File: src/rtl/hsi_pkg.sv
`default_nettype none

package hsi_pkg;

    // Fraction bits of the sector ratio t
    localparam int RATIO_FRAC_BITS = 14;
    localparam int RATIO_W         = RATIO_FRAC_BITS + 2;      // t never exceeds 3.0
    localparam int SECTOR_DEG      = 120;
    localparam int FULL_DEG        = 360;
    localparam int PCT_MAX         = 100;

    // Widths of the arithmetic chain
    localparam int PCT_W   = 7;
    localparam int HUE_W   = 9;
    localparam int OFS_W   = 7;                                // offset in sector, 0..119
    localparam int SI_W    = 14;                               // S*I <= 10000
    localparam int PROD_W  = SI_W + RATIO_W;                   // S*I*t
    localparam int LVLN_W  = 22;                               // numerators before /10000
    localparam int LEVEL_W = 8;

    // floor(y / 10000) = (y * RECIP_MUL) >> RECIP_SHIFT, exact for y < 2^22
    localparam int RECIP_SHIFT = 36;
    localparam int RECIP_W     = 23;
    localparam logic [RECIP_W-1:0] RECIP_MUL = 23'd6871948;
    localparam int QUOT_W      = LVLN_W + RECIP_W;

    localparam logic [RATIO_W-1:0] RATIO_TOP = RATIO_W'(3) << RATIO_FRAC_BITS;
    localparam logic [7:0] CH_SCALE    = 8'd85;
    localparam logic [7:0] WHITE_SCALE = 8'd255;

    // Which two channels are active
    typedef enum logic [1:0] {
        SECT_RG = 2'd0,   // red first, green second
        SECT_GB = 2'd1,   // green first, blue second
        SECT_BR = 2'd2    // blue first, red second
    } sector_t;

    // Stage 1 -> stage 2
    typedef struct packed {
        sector_t           sector;
        logic [OFS_W-1:0]  offset;
        logic [PCT_W-1:0]  sat;
        logic [PCT_W-1:0]  inten;
    } prep_t;

    // Stage 2 -> stage 3
    typedef struct packed {
        sector_t            sector;
        logic [RATIO_W-1:0] t_first;
        logic [RATIO_W-1:0] t_second;
        logic [SI_W-1:0]    si;        // S*I
        logic [SI_W-1:0]    ni;        // (100-S)*I
    } ratio_t;

    typedef logic [RATIO_W-1:0] ratio_tab_t [0:SECTOR_DEG-1];

    // Unsigned restoring division, used only for the table math at elaboration
    function automatic longint unsigned div_u64(input longint unsigned dividend,
                                                input longint unsigned divisor);
        longint unsigned quo, rem;
        int              i;
        quo = '0;
        rem = '0;
        for (i = 63; i >= 0; i--) begin
            rem = {rem[62:0], dividend[i]};
            if (rem >= divisor) begin
                rem    = rem - divisor;
                quo[i] = 1'b1;
            end
        end
        return quo;
    endfunction

    // Sector ratio table t = 1 + cos h / cos(60-h), evaluated at elaboration
    // with the fixed-point Taylor series of the color math.
    function automatic ratio_tab_t build_ratio_table();
        ratio_tab_t          tab;
        longint unsigned     x, x2, ct, st, t, top, a;
        longint              c, s, rs, num, den;
        int                  h, k;
        top = longint'(3) << RATIO_FRAC_BITS;
        for (h = 0; h < SECTOR_DEG; h++) begin
            a  = (h <= 90) ? longint'(h) : longint'(180 - h);
            x  = div_u64(a * 64'd3373259426 + 64'd90, 64'd180);
            x2 = (x * x) >> 30;
            ct = 64'd1073741824;
            st = x;
            c  = 64'sd1073741824;
            s  = longint'(x);
            for (k = 1; k <= 11; k++) begin
                ct = div_u64((ct * x2) >> 30, 64'((2*k - 1) * (2*k)));
                st = div_u64((st * x2) >> 30, 64'((2*k) * (2*k + 1)));
                if ((k & 1) == 1) begin
                    c = c - longint'(ct);
                    s = s - longint'(st);
                end else begin
                    c = c + longint'(ct);
                    s = s + longint'(st);
                end
            end
            if (h > 90) c = -c;
            if (s < 0) s = 0;
            rs  = longint'((longint'(s) * 64'd1859775393) >> 30);
            num = 3 * c + rs;
            den = c + rs;
            if (den <= 0 || num < 0) begin
                t = 0;
            end else begin
                t = div_u64((longint'(num) << RATIO_FRAC_BITS) + (longint'(den) >> 1),
                            longint'(den));
            end
            if (t > top) t = top;
            tab[h] = t[RATIO_W-1:0];
        end
        return tab;
    endfunction

    localparam ratio_tab_t RATIO_TABLE = build_ratio_table();

endpackage

`default_nettype wire

File: src/rtl/hsi_prep.sv
`default_nettype none

// Stage 1: hue wrap, sector select, percent clamp
module hsi_prep import hsi_pkg::*; (
    input  wire logic             aclk,
    input  wire logic             aresetn,
    input  wire logic             in_valid,
    output logic                  in_ready,
    input  wire logic [HUE_W-1:0] in_hue,
    input  wire logic [PCT_W-1:0] in_sat,
    input  wire logic [PCT_W-1:0] in_inten,
    output logic                  out_valid,
    input  wire logic             out_ready,
    output prep_t                 out_data
);

    logic             valid_reg;
    prep_t            data_reg;
    prep_t            data_next;
    logic [HUE_W-1:0] hue_wrap;

    assign in_ready  = !valid_reg || out_ready;
    assign out_valid = valid_reg;
    assign out_data  = data_reg;

    // hue modulo 360 (input is below 512), then sector and offset
    always_comb begin
        hue_wrap = (in_hue >= HUE_W'(FULL_DEG)) ? in_hue - HUE_W'(FULL_DEG) : in_hue;
        if (hue_wrap < HUE_W'(SECTOR_DEG)) begin
            data_next.sector = SECT_RG;
            data_next.offset = hue_wrap[OFS_W-1:0];
        end else if (hue_wrap < HUE_W'(2 * SECTOR_DEG)) begin
            data_next.sector = SECT_GB;
            data_next.offset = OFS_W'(hue_wrap - HUE_W'(SECTOR_DEG));
        end else begin
            data_next.sector = SECT_BR;
            data_next.offset = OFS_W'(hue_wrap - HUE_W'(2 * SECTOR_DEG));
        end
        data_next.sat   = (in_sat > PCT_W'(PCT_MAX)) ? PCT_W'(PCT_MAX) : in_sat;
        data_next.inten = (in_inten > PCT_W'(PCT_MAX)) ? PCT_W'(PCT_MAX) : in_inten;
    end

    always_ff @(posedge aclk) begin
        if (!aresetn) begin
            valid_reg <= 1'b0;
        end else if (in_ready) begin
            valid_reg <= in_valid;
        end
    end

    always_ff @(posedge aclk) begin
        if (in_ready) begin
            data_reg <= data_next;
        end
    end

endmodule

`default_nettype wire

File: src/rtl/hsi_ratio.sv
`default_nettype none

// Stage 2: ratio table lookup and percent products
module hsi_ratio import hsi_pkg::*; (
    input  wire logic aclk,
    input  wire logic aresetn,
    input  wire logic in_valid,
    output logic      in_ready,
    input  wire prep_t in_data,
    output logic      out_valid,
    input  wire logic out_ready,
    output ratio_t    out_data
);

    logic               valid_reg;
    ratio_t             data_reg;
    ratio_t             data_next;
    logic [RATIO_W-1:0] t_lookup;
    logic [PCT_W-1:0]   unsat;

    assign in_ready  = !valid_reg || out_ready;
    assign out_valid = valid_reg;
    assign out_data  = data_reg;

    always_comb begin
        t_lookup            = RATIO_TABLE[in_data.offset];
        unsat               = PCT_W'(PCT_MAX) - in_data.sat;
        data_next.sector    = in_data.sector;
        data_next.t_first   = t_lookup;
        data_next.t_second  = RATIO_TOP - t_lookup;
        data_next.si        = SI_W'(in_data.sat) * SI_W'(in_data.inten);
        data_next.ni        = SI_W'(unsat) * SI_W'(in_data.inten);
    end

    always_ff @(posedge aclk) begin
        if (!aresetn) begin
            valid_reg <= 1'b0;
        end else if (in_ready) begin
            valid_reg <= in_valid;
        end
    end

    always_ff @(posedge aclk) begin
        if (in_ready) begin
            data_reg <= data_next;
        end
    end

endmodule

`default_nettype wire

File: src/rtl/hsi_level.sv
`default_nettype none

// Stages 3..5: level products, divide by 10000, channel routing
module hsi_level import hsi_pkg::*; (
    input  wire logic               aclk,
    input  wire logic               aresetn,
    input  wire logic               in_valid,
    output logic                    in_ready,
    input  wire ratio_t             in_data,
    output logic                    out_valid,
    input  wire logic               out_ready,
    output logic [4*LEVEL_W-1:0]    out_levels
);

    // stage 3 registers: S*I*t products and white numerator
    logic              v3_reg;
    sector_t           sect3_reg;
    logic [PROD_W-1:0] p1_reg, p2_reg;
    logic [LVLN_W-1:0] w3_reg;
    // stage 4 registers: numerators of the final divide
    logic              v4_reg;
    sector_t           sect4_reg;
    logic [LVLN_W-1:0] y1_reg, y2_reg, w4_reg;
    // stage 5: output register
    logic               v5_reg;
    logic [LEVEL_W-1:0] red_reg, green_reg, blue_reg, white_reg;
    logic [LEVEL_W-1:0] red_next, green_next, blue_next, white_next;

    logic rdy3, rdy4, rdy5;
    logic [PROD_W+7:0]  y1_full, y2_full;
    logic [QUOT_W-1:0]  q1_full, q2_full, qw_full;
    logic [LEVEL_W-1:0] q1, q2;

    assign rdy5     = !v5_reg || out_ready;
    assign rdy4     = !v4_reg || rdy5;
    assign rdy3     = !v3_reg || rdy4;
    assign in_ready = rdy3;

    assign out_valid  = v5_reg;
    assign out_levels = {white_reg, blue_reg, green_reg, red_reg};

    // valid bits
    always_ff @(posedge aclk) begin
        if (!aresetn) begin
            v3_reg <= 1'b0;
            v4_reg <= 1'b0;
            v5_reg <= 1'b0;
        end else begin
            if (rdy3) v3_reg <= in_valid;
            if (rdy4) v4_reg <= v3_reg;
            if (rdy5) v5_reg <= v4_reg;
        end
    end

    // stage 3: S*I times the two ratios, white numerator 255*(100-S)*I
    always_ff @(posedge aclk) begin
        if (rdy3) begin
            sect3_reg <= in_data.sector;
            p1_reg    <= PROD_W'(in_data.si) * PROD_W'(in_data.t_first);
            p2_reg    <= PROD_W'(in_data.si) * PROD_W'(in_data.t_second);
            w3_reg    <= LVLN_W'(in_data.ni) * LVLN_W'(WHITE_SCALE);
        end
    end

    // stage 4: times 85, drop the ratio fraction
    assign y1_full = (PROD_W+8)'(p1_reg) * (PROD_W+8)'(CH_SCALE);
    assign y2_full = (PROD_W+8)'(p2_reg) * (PROD_W+8)'(CH_SCALE);

    always_ff @(posedge aclk) begin
        if (rdy4) begin
            sect4_reg <= sect3_reg;
            y1_reg    <= y1_full[RATIO_FRAC_BITS +: LVLN_W];
            y2_reg    <= y2_full[RATIO_FRAC_BITS +: LVLN_W];
            w4_reg    <= w3_reg;
        end
    end

    // stage 5: divide by 10000 through reciprocal multiply, route channels
    always_comb begin
        q1_full    = QUOT_W'(y1_reg) * QUOT_W'(RECIP_MUL);
        q2_full    = QUOT_W'(y2_reg) * QUOT_W'(RECIP_MUL);
        qw_full    = QUOT_W'(w4_reg) * QUOT_W'(RECIP_MUL);
        q1         = q1_full[RECIP_SHIFT +: LEVEL_W];
        q2         = q2_full[RECIP_SHIFT +: LEVEL_W];
        white_next = qw_full[RECIP_SHIFT +: LEVEL_W];
        red_next   = '0;
        green_next = '0;
        blue_next  = '0;
        unique case (sect4_reg)
            SECT_RG: begin
                red_next   = q1;
                green_next = q2;
            end
            SECT_GB: begin
                green_next = q1;
                blue_next  = q2;
            end
            SECT_BR: begin
                blue_next  = q1;
                red_next   = q2;
            end
            default: begin
                red_next   = '0;
            end
        endcase
    end

    always_ff @(posedge aclk) begin
        if (rdy5) begin
            red_reg   <= red_next;
            green_reg <= green_next;
            blue_reg  <= blue_next;
            white_reg <= white_next;
        end
    end

endmodule

`default_nettype wire

File: src/rtl/hsi_to_rgbw_converter_unit.sv
`default_nettype none

// HSI to RGBW color converter. Takes one color item per clock (hue in whole
// degrees, wrapped modulo 360; saturation and intensity in percent, clamped at
// 100) and returns four 8-bit drive levels. Five register stages: hue/sector
// and clamp, ratio table lookup with S*I products, ratio multiply, scale by 85,
// and a reciprocal-multiply divide by 10000 into the output register. The
// result is registered through each of these stages before it shows on
// m_tvalid; throughput is one item per clock as long as m_tready stays high.
// Each stage holds its item while the next is full, so a stalled output
// fills the pipe with five items before s_tready drops. The 120-entry sector
// ratio table is a constant built at elaboration.
module hsi_to_rgbw_converter_unit import hsi_pkg::*; (
    input  wire logic        aclk,
    input  wire logic        aresetn,
    // input items
    input  wire logic        s_tvalid,
    output logic             s_tready,
    // [8:0] hue_deg, [15:9] saturation_pct, [22:16] intensity_pct, [23] zero
    input  wire logic [23:0] s_tdata,
    // result items
    output logic             m_tvalid,
    input  wire logic        m_tready,
    // [7:0] red_level, [15:8] green_level, [23:16] blue_level, [31:24] white_level
    output logic [31:0]      m_tdata
);

    logic   prep_valid, prep_ready;
    prep_t  prep_data;
    logic   ratio_valid, ratio_ready;
    ratio_t ratio_data;

    hsi_prep u_prep (
        .aclk      (aclk),
        .aresetn   (aresetn),
        .in_valid  (s_tvalid),
        .in_ready  (s_tready),
        .in_hue    (s_tdata[8:0]),
        .in_sat    (s_tdata[15:9]),
        .in_inten  (s_tdata[22:16]),
        .out_valid (prep_valid),
        .out_ready (prep_ready),
        .out_data  (prep_data)
    );

    hsi_ratio u_ratio (
        .aclk      (aclk),
        .aresetn   (aresetn),
        .in_valid  (prep_valid),
        .in_ready  (prep_ready),
        .in_data   (prep_data),
        .out_valid (ratio_valid),
        .out_ready (ratio_ready),
        .out_data  (ratio_data)
    );

    hsi_level u_level (
        .aclk       (aclk),
        .aresetn    (aresetn),
        .in_valid   (ratio_valid),
        .in_ready   (ratio_ready),
        .in_data    (ratio_data),
        .out_valid  (m_tvalid),
        .out_ready  (m_tready),
        .out_levels (m_tdata)
    );

endmodule

`default_nettype wire

File: config.mk
export PLATFORM = sky130hd
export DESIGN_NAME = hsi_to_rgbw_converter_unit
export DESIGN_NICKNAME = d
export VERILOG_FILES = /design/src/rtl/hsi_pkg.sv /design/src/rtl/hsi_prep.sv /design/src/rtl/hsi_ratio.sv /design/src/rtl/hsi_level.sv /design/src/rtl/hsi_to_rgbw_converter_unit.sv
export SDC_FILE = /design/constraint.sdc
export NUM_CORES = 2
export LEC_CHECK = 0
export ABC_AREA = 1
export BUFFER_PORTS_ARGS = -buffer_cell sky130_fd_sc_hd__clkbuf_2
export CAP_MARGIN = 20
export CORE_MARGIN = 2
export CORE_UTILIZATION = 30
export CTS_CLUSTER_DIAMETER = 50
export DETAILED_ROUTE_END_ITERATION = 7
export GPL_TIMING_DRIVEN = 0
export PLACE_DENSITY = 0.43
export SLEW_MARGIN = 10
export SYNTH_ARGS = -nofsm -noshare
export SYNTH_HDL_FRONTEND = slang
export SYNTH_SLANG_ARGS = --single-unit
export TNS_END_PERCENT = 20
File: constraint.sdc
create_clock -name aclk -period 6.6 [get_ports aclk]
set_input_delay 0.99 -clock aclk [delete_from_list [all_inputs] [get_ports aclk]]
set_output_delay 0.99 -clock aclk [all_outputs]
set_load 0.03 [all_outputs]
=== After elaboration in Yosys (flattened, before gate mapping) ===
Memories as Yosys holds them, arrays and structs flattened.
Index checks and enable logic that the tools add are counted.

* Flip-flop bits (word level): 274
* Bits in latches: 0
* RAM bits: 0
* ROM bits: 2,048
* Input port bits: 28
* Word-level logic and storage cells: 70
* Memories kept: 1

* Add/subtract/negate cells: 5
* Multiply operators: 10
* Div/mod/pow operators: 0
* Order comparisons: 6
* Eq/ne operators: 2
* Shift-type cells: 0
* Mux-type cells: 8
* Bitwise logic cells: 1
* Reductions and logical operators: 11

{| class="wikitable"
|+ Memory list
! memory !! depth !! width !! rd ports !! clocked after memory_dff !! wr ports !! RTL line !! RTL
|-
| (no name shown) || 128 || 16 || 1 || 0 || 0 || hsi_ratio.sv:26 || <nowiki>t_lookup = RATIO_TABLE[in_data.offset];</nowiki>
|}

{| class="wikitable"
|+ Operators with widths
! kind !! count
|-
| 22-bit by 21-bit multiplier with 42-bit output (second input constant) || 3
|-
| 30-bit by 7-bit multiplier with 36-bit output (second input constant) || 2
|-
| 14-bit by 16-bit multiplier with 30-bit output || 2
|-
| 8-bit case mux with 2 select lines || 3
|-
| 16-bit 2-to-1 mux || 2
|-
| 7-bit by 7-bit multiplier with 14-bit output || 2
|-
| 14-bit by 8-bit multiplier with 22-bit output (second input constant) || 1
|-
| 9-bit 2-to-1 mux || 2
|-
| 16-bit subtractor (first input constant) || 1
|-
| 7-bit greater-than comparator (second input constant) || 2
|-
| 7-bit subtractor (second input constant) || 2
|-
| 9-bit greater-or-equal comparator (second input constant) || 1
|-
| 9-bit by 7-bit less-than comparator with 1-bit output (second input constant) || 1
|-
| 9-bit by 8-bit less-than comparator with 1-bit output (second input constant) || 1
|-
| 9-bit subtractor (second input constant) || 1
|-
| 8-bit greater-or-equal comparator (second input constant) || 1
|-
| 7-bit NOT with 8-bit output || 1
|-
| 7-bit 2-to-1 mux || 1
|-
| 7-bit subtractor (first input constant) || 1
|-
| 1-bit logical NOT || 5
|-
| 1-bit logical OR || 5
|-
| 2-bit by 1-bit == test with 1-bit output (second input constant) || 1
|-
| 2-bit == test (second input constant) || 1
|-
| 2-bit logical NOT || 1
|}

=== Longest topological paths before layout ===
* Depth in word-level cells: 6
* Gate-level depth with buffers: 28

=== Hierarchy ===
A second synthesis with hierarchy kept.

* Cell total of the unflattened synthesis: 8,010
* Area total of the unflattened synthesis: 67,076.8 um2

{| class="wikitable"
|+ By module, submodules not included
! module !! times used !! cells each !! area each (um2) !! sequential area each (um2)
|-
| hsi_level || 1 || 6,700 || 57,684.1 || 5,585.4
|-
| hsi_ratio || 1 || 1,136 || 7,986.4 || 1,821.7
|-
| hsi_prep || 1 || 174 || 1,406.3 || 710.7
|}

=== Worst setup path before layout ===
No wires, ideal clock.

* Path type: input port to output port
* From: input port m_tready
* To: output port s_tready
* Arrival: 5.943 ns
* Data required time: 5.610 ns
* Slack: -0.333 ns
* Stages on the path: 8
* Buffers on the path: 0
* Path through: nor2_1 > inv_1 > nor2_1 > inv_1 > nor2_1 > inv_1 > nor2_1 > nand2_1

* Cells in the longest elaborated chain, start to end: 5

{| class="wikitable"
|+ Ends and longest elaborated chain
! what !! RTL line !! RTL
|-
| start, declared || hsi_to_rgbw_converter_unit.sv:23 || <nowiki>input wire logic m_tready,</nowiki>
|-
| 1-bit logical OR || hsi_level.sv:34 || <nowiki>assign rdy5 = !v5_reg || out_ready;</nowiki>
|-
| named net u_level.rdy5 || hsi_level.sv:29 || <nowiki>logic rdy3, rdy4, rdy5;</nowiki>
|-
| 1-bit logical OR || hsi_level.sv:35 || <nowiki>assign rdy4 = !v4_reg || rdy5;</nowiki>
|-
| named net u_level.rdy4 || hsi_level.sv:29 ||
|-
| 1-bit logical OR || hsi_level.sv:36 || <nowiki>assign rdy3 = !v3_reg || rdy4;</nowiki>
|-
| named net ratio_ready || hsi_to_rgbw_converter_unit.sv:30 || <nowiki>logic ratio_valid, ratio_ready;</nowiki>
|-
| 1-bit logical OR || hsi_ratio.sv:21 || <nowiki>assign in_ready = !valid_reg || out_ready;</nowiki>
|-
| 1-bit logical OR || hsi_prep.sv:22 || <nowiki>assign in_ready = !valid_reg || out_ready;</nowiki>
|-
| end, declared || hsi_to_rgbw_converter_unit.sv:18 || <nowiki>output logic s_tready,</nowiki>
|}

The timed path passes the listed nets, and every way through them passes these cells.

=== Final worst setup path ===
* From: register u_ratio.data_reg (netlist bit u_ratio.out_data[23])
* To: register u_level.p2_reg[27], data pin

* Cells in the longest elaborated chain, start to end: 1

{| class="wikitable"
|+ Ends and longest elaborated chain
! what !! RTL line !! RTL
|-
| start, declared || hsi_ratio.sv:16 || <nowiki>ratio_t data_reg;</nowiki>
|-
| start signal, assigned || hsi_ratio.sv:45 || <nowiki>data_reg <= data_next;</nowiki>
|-
| 14-bit by 16-bit multiplier with 30-bit output || hsi_level.sv:60 || <nowiki>p2_reg <= PROD_W'(in_data.si) * PROD_W'(in_data.t_second);</nowiki>
|-
| end signal, assigned || hsi_level.sv:60 ||
|-
| end, declared || hsi_level.sv:18 || <nowiki>logic [PROD_W-1:0] p1_reg, p2_reg;</nowiki>
|}

Every way passes these cells.
A chain may end at the register's enable or synchronous reset.

==> flow_metrics.env <==
export IMPL_setup_violations=0
export IMPL_cp_cell_sequence="buf_1 > nand2_1 > fa_1 > fa_1 > inv_1 > fa_1 > inv_1 > fa_1 > inv_1 > fa_1 > fa_1 > ha_1 > a21oi_1 > o21ai_0 > a21oi_1 > nand3_1 > a21o_1 > nand2_1 > inv_1 > o21ai_0 > nand2_1"
export IMPL_ff_latch_area_um2=8090
export IMPL_hold_start="u_level.w3_reg[3]"
export IMPL_layout_commonest_cell="inv_1"
export IMPL_fillers=23479
export IMPL_wl_per_cell_um=17.1
export IMPL_die_area_um2=225000
export IMPL_syn_nets=10016
export IMPL_grt_ovfl_total=0
export IMPL_largest_register_ffs=60
export IMPL_cp_arrival_ns=6.75
export IMPL_cts_tree="yes"
export IMPL_synth_edf_count=266
export IMPL_ys_seq_elements=271
export IMPL_track_usage_pct=17.1
export IMPL_htreeDepth=2
export IMPL_place_congestion=0.910
export IMPL_cts_root_buf="clkbuf_16"
export IMPL_multiInputGateArea_um2=49300
export IMPL_critPathCaptureType="register"
export IMPL_drt_iter0_markers=2323
export IMPL_reg2reg_slack_ns=0.24
export IMPL_slowest_stage="buf_1"
export IMPL_clock_skew_ns=0.0465
export IMPL_synth_top_area_share_pct=32.1
export IMPL_tightest_slew_ns=0.973
export IMPL_timing_rr_start="u_ratio.out_data[23]"
export IMPL_drc=0
export IMPL_dp_hpwl_mm=165
export IMPL_cts_max_path_buffers=3
export IMPL_clk_pin_slew_ns=0.06
export IMPL_grt_pass1_vias=53049
export IMPL_crit_type="reg2reg"
export IMPL_yosysSeqAreaShare_pct=12.2
export IMPL_final_core_util_pct=33.0
export IMPL_fin_nets=10142
export IMPL_async_flop_share_pct=0
export IMPL_rsz0062_at_grt="true"
export IMPL_wirelength_mm=187
export IMPL_status="completed"
export IMPL_cp_required_ns=6.98
export IMPL_max_stage_delay_ns=0.69
export IMPL_grt_max_degree=61
export IMPL_row_count=172
export IMPL_r2r_end="u_level.p2_reg[27]"
export IMPL_portBuffers=60
export IMPL_drv_slew=0
export IMPL_final_cell_mix="inv_1, nand2_1, ha_1, fa_1, a21oi_1"
export IMPL_cts_sinks=271
export IMPL_clk_insertion_delay_late_ns=0.67
export IMPL_ys_types=52
export IMPL_ctsHoldBuffers=0
export IMPL_grt_pass1_wl_mm=301
export IMPL_die_x_um=474
export IMPL_fin_tns_setup_ns=0
export IMPL_drv_cap=0
export IMPL_fin_crit_sh_pct=96.4
export IMPL_synth_top_flop_cell="edfxtp_1"
export IMPL_syn_inst=7834
export IMPL_hold_path_class="reg2reg"
export IMPL_worstHoldEndpoint="u_level.w4_reg[3]"
export IMPL_route_vias_total=49026
export IMPL_antenna_found_initial=1
export IMPL_area_delta_synth_final_pct=9.27
export IMPL_syn_avg_cell_area_um2=8.46
export IMPL_holdPathStages=0
export IMPL_fmax_ghz=0.157
export IMPL_drive_gt1_share_pct=3.71
export IMPL_postRouteAntennaNets=0
export IMPL_start_kind="register"
export IMPL_start_util_pct=30.2
export IMPL_cp_max_fo=10
export IMPL_synth_largest_area_cell="fa_1"
export IMPL_ios=62
export IMPL_hold_viol=0
export IMPL_avgViaCountPerCell=4.47
export IMPL_syn_area_um2=66300
export IMPL_dieHeight_um=474
export IMPL_numCtsBuffers=51
export IMPL_cpMostUsedCell="fa_1"
export IMPL_yosys_warnings=0
export IMPL_first_pass_iters=5
export IMPL_netlist_top_cells_area="fa_1, ha_1, inv_1"
export IMPL_period_minus_slack_ns=6.36
export IMPL_maxSlewHeadroom_pct=35.1
export IMPL_core_area_um2=220000
export IMPL_r2r_cells=21
==> routing by layer <==
metal / track usage, % / part of all wire, % / up-vias
met3: 1.28 / 3.0 / 179
met5: 0 / 0 / -
met4: 3.63 / 2.1 / 0
li1: - / - / 24104
met2: 28.9 / 47 / 775
met1: 23.9 / 48 / 23968
==> synthesized netlist by cell type (15+ instances only) <==
cell      count
inv_1      2226
nand2_1    1414
ha_1       1090
fa_1       1064
a21oi_1     354
nor2_1      350
edfxtp_1    266
nand3_1     242
o21ai_0     197
xor2_1      112
clkbuf_1     97
xnor2_1      68
nor3_1       53
nand4_1      39
a31oi_1      29
a21o_1       28
o21bai_1     18
and2_1       16
nor4_1       16
buf_2        15
==> logic make-up (layout without fill, tap and decap cells) <==
kind of cell,Yosys count,count (layout),share of synthesized area (%)
buf+inv,2362,2531,13.5
other cells,0,2,0
simple gates,2185,2185,13.5
fa+ha+maj,2154,2154,52.7
flops,271,271,12.2
compound gates,682,682,5.63
xor+xnor,180,180,2.38
==> per-stage QoR <==
stage	cells	hold slack [ns]	cell area, µm²	setup WS (ns)
6_report	10963	0.408	72400	0.236
2_1_floorplan	7834	0.400	66300	0.363
4_1_cts	10952	0.407	72200	0.00272
3_3_place_gp	10852	0.403	70300	-2.39
3_5_place_dp	10856	0.405	70400	-0.156
5_1_grt	10963	0.419	72400	-0.0590
==> worst max-delay path by stage <==
| stage | startpoint | to | slack, ns | depth (start not counted) |
|---|---|---|---|---|
| 6_report | u_ratio.out_data[23] | u_level.p2_reg[27] | 0.24 | 21 |
| 5_1_grt | u_ratio.out_data[23] | u_level.p2_reg[27] | -0.06 | 21 |
| 4_1_cts | u_level.y2_reg[9] | u_level.green_reg[6] | 0.003 | 24 |
| 3_5_place_dp | u_ratio.out_data[17] | u_level.p2_reg[28] | -0.16 | 18 |
| 3_3_place_gp | m_tready | u_ratio.out_data[59] | -2.39 | 9 |
| 2_1_floorplan | m_tready | s_tready | 0.36 | 8 |
==> worst max-delay path, delay by kind of cell, from the launching register on <==
| family | cells | cell delay [ns] |
|---|---|---|
| simple gates | 4 | 0.54 |
| fa+ha+maj | 7 | 3.27 |
| flops | 1 | 0.40 |
| compound gates | 5 | 0.96 |
| buf+inv | 5 | 0.90 |
==> layout make-up <==
type / count / area share [%]
Timing Repair Buffer: 73 / 0.667
Buffer: 127 / 0.864
Tap cell: 2958 / 5.11
Sequential cell: 271 / 11.2
Clock buffer: 56 / 1.85
Inverter: 2235 / 11.6
Multi-Input combinational cell: 5201 / 68.1
Clock inverter: 40 / 0.657
Antenna cell: 2 / 0.00691
==> what timing repair did <==
item	CTS	global route
setup buffers	0	8
setup endpoints to repair	9	34
gates resized for setup	6	79
Power is not shown: default switching activity piles up to over one toggle a cycle in this logic, so the estimate is an artifact.
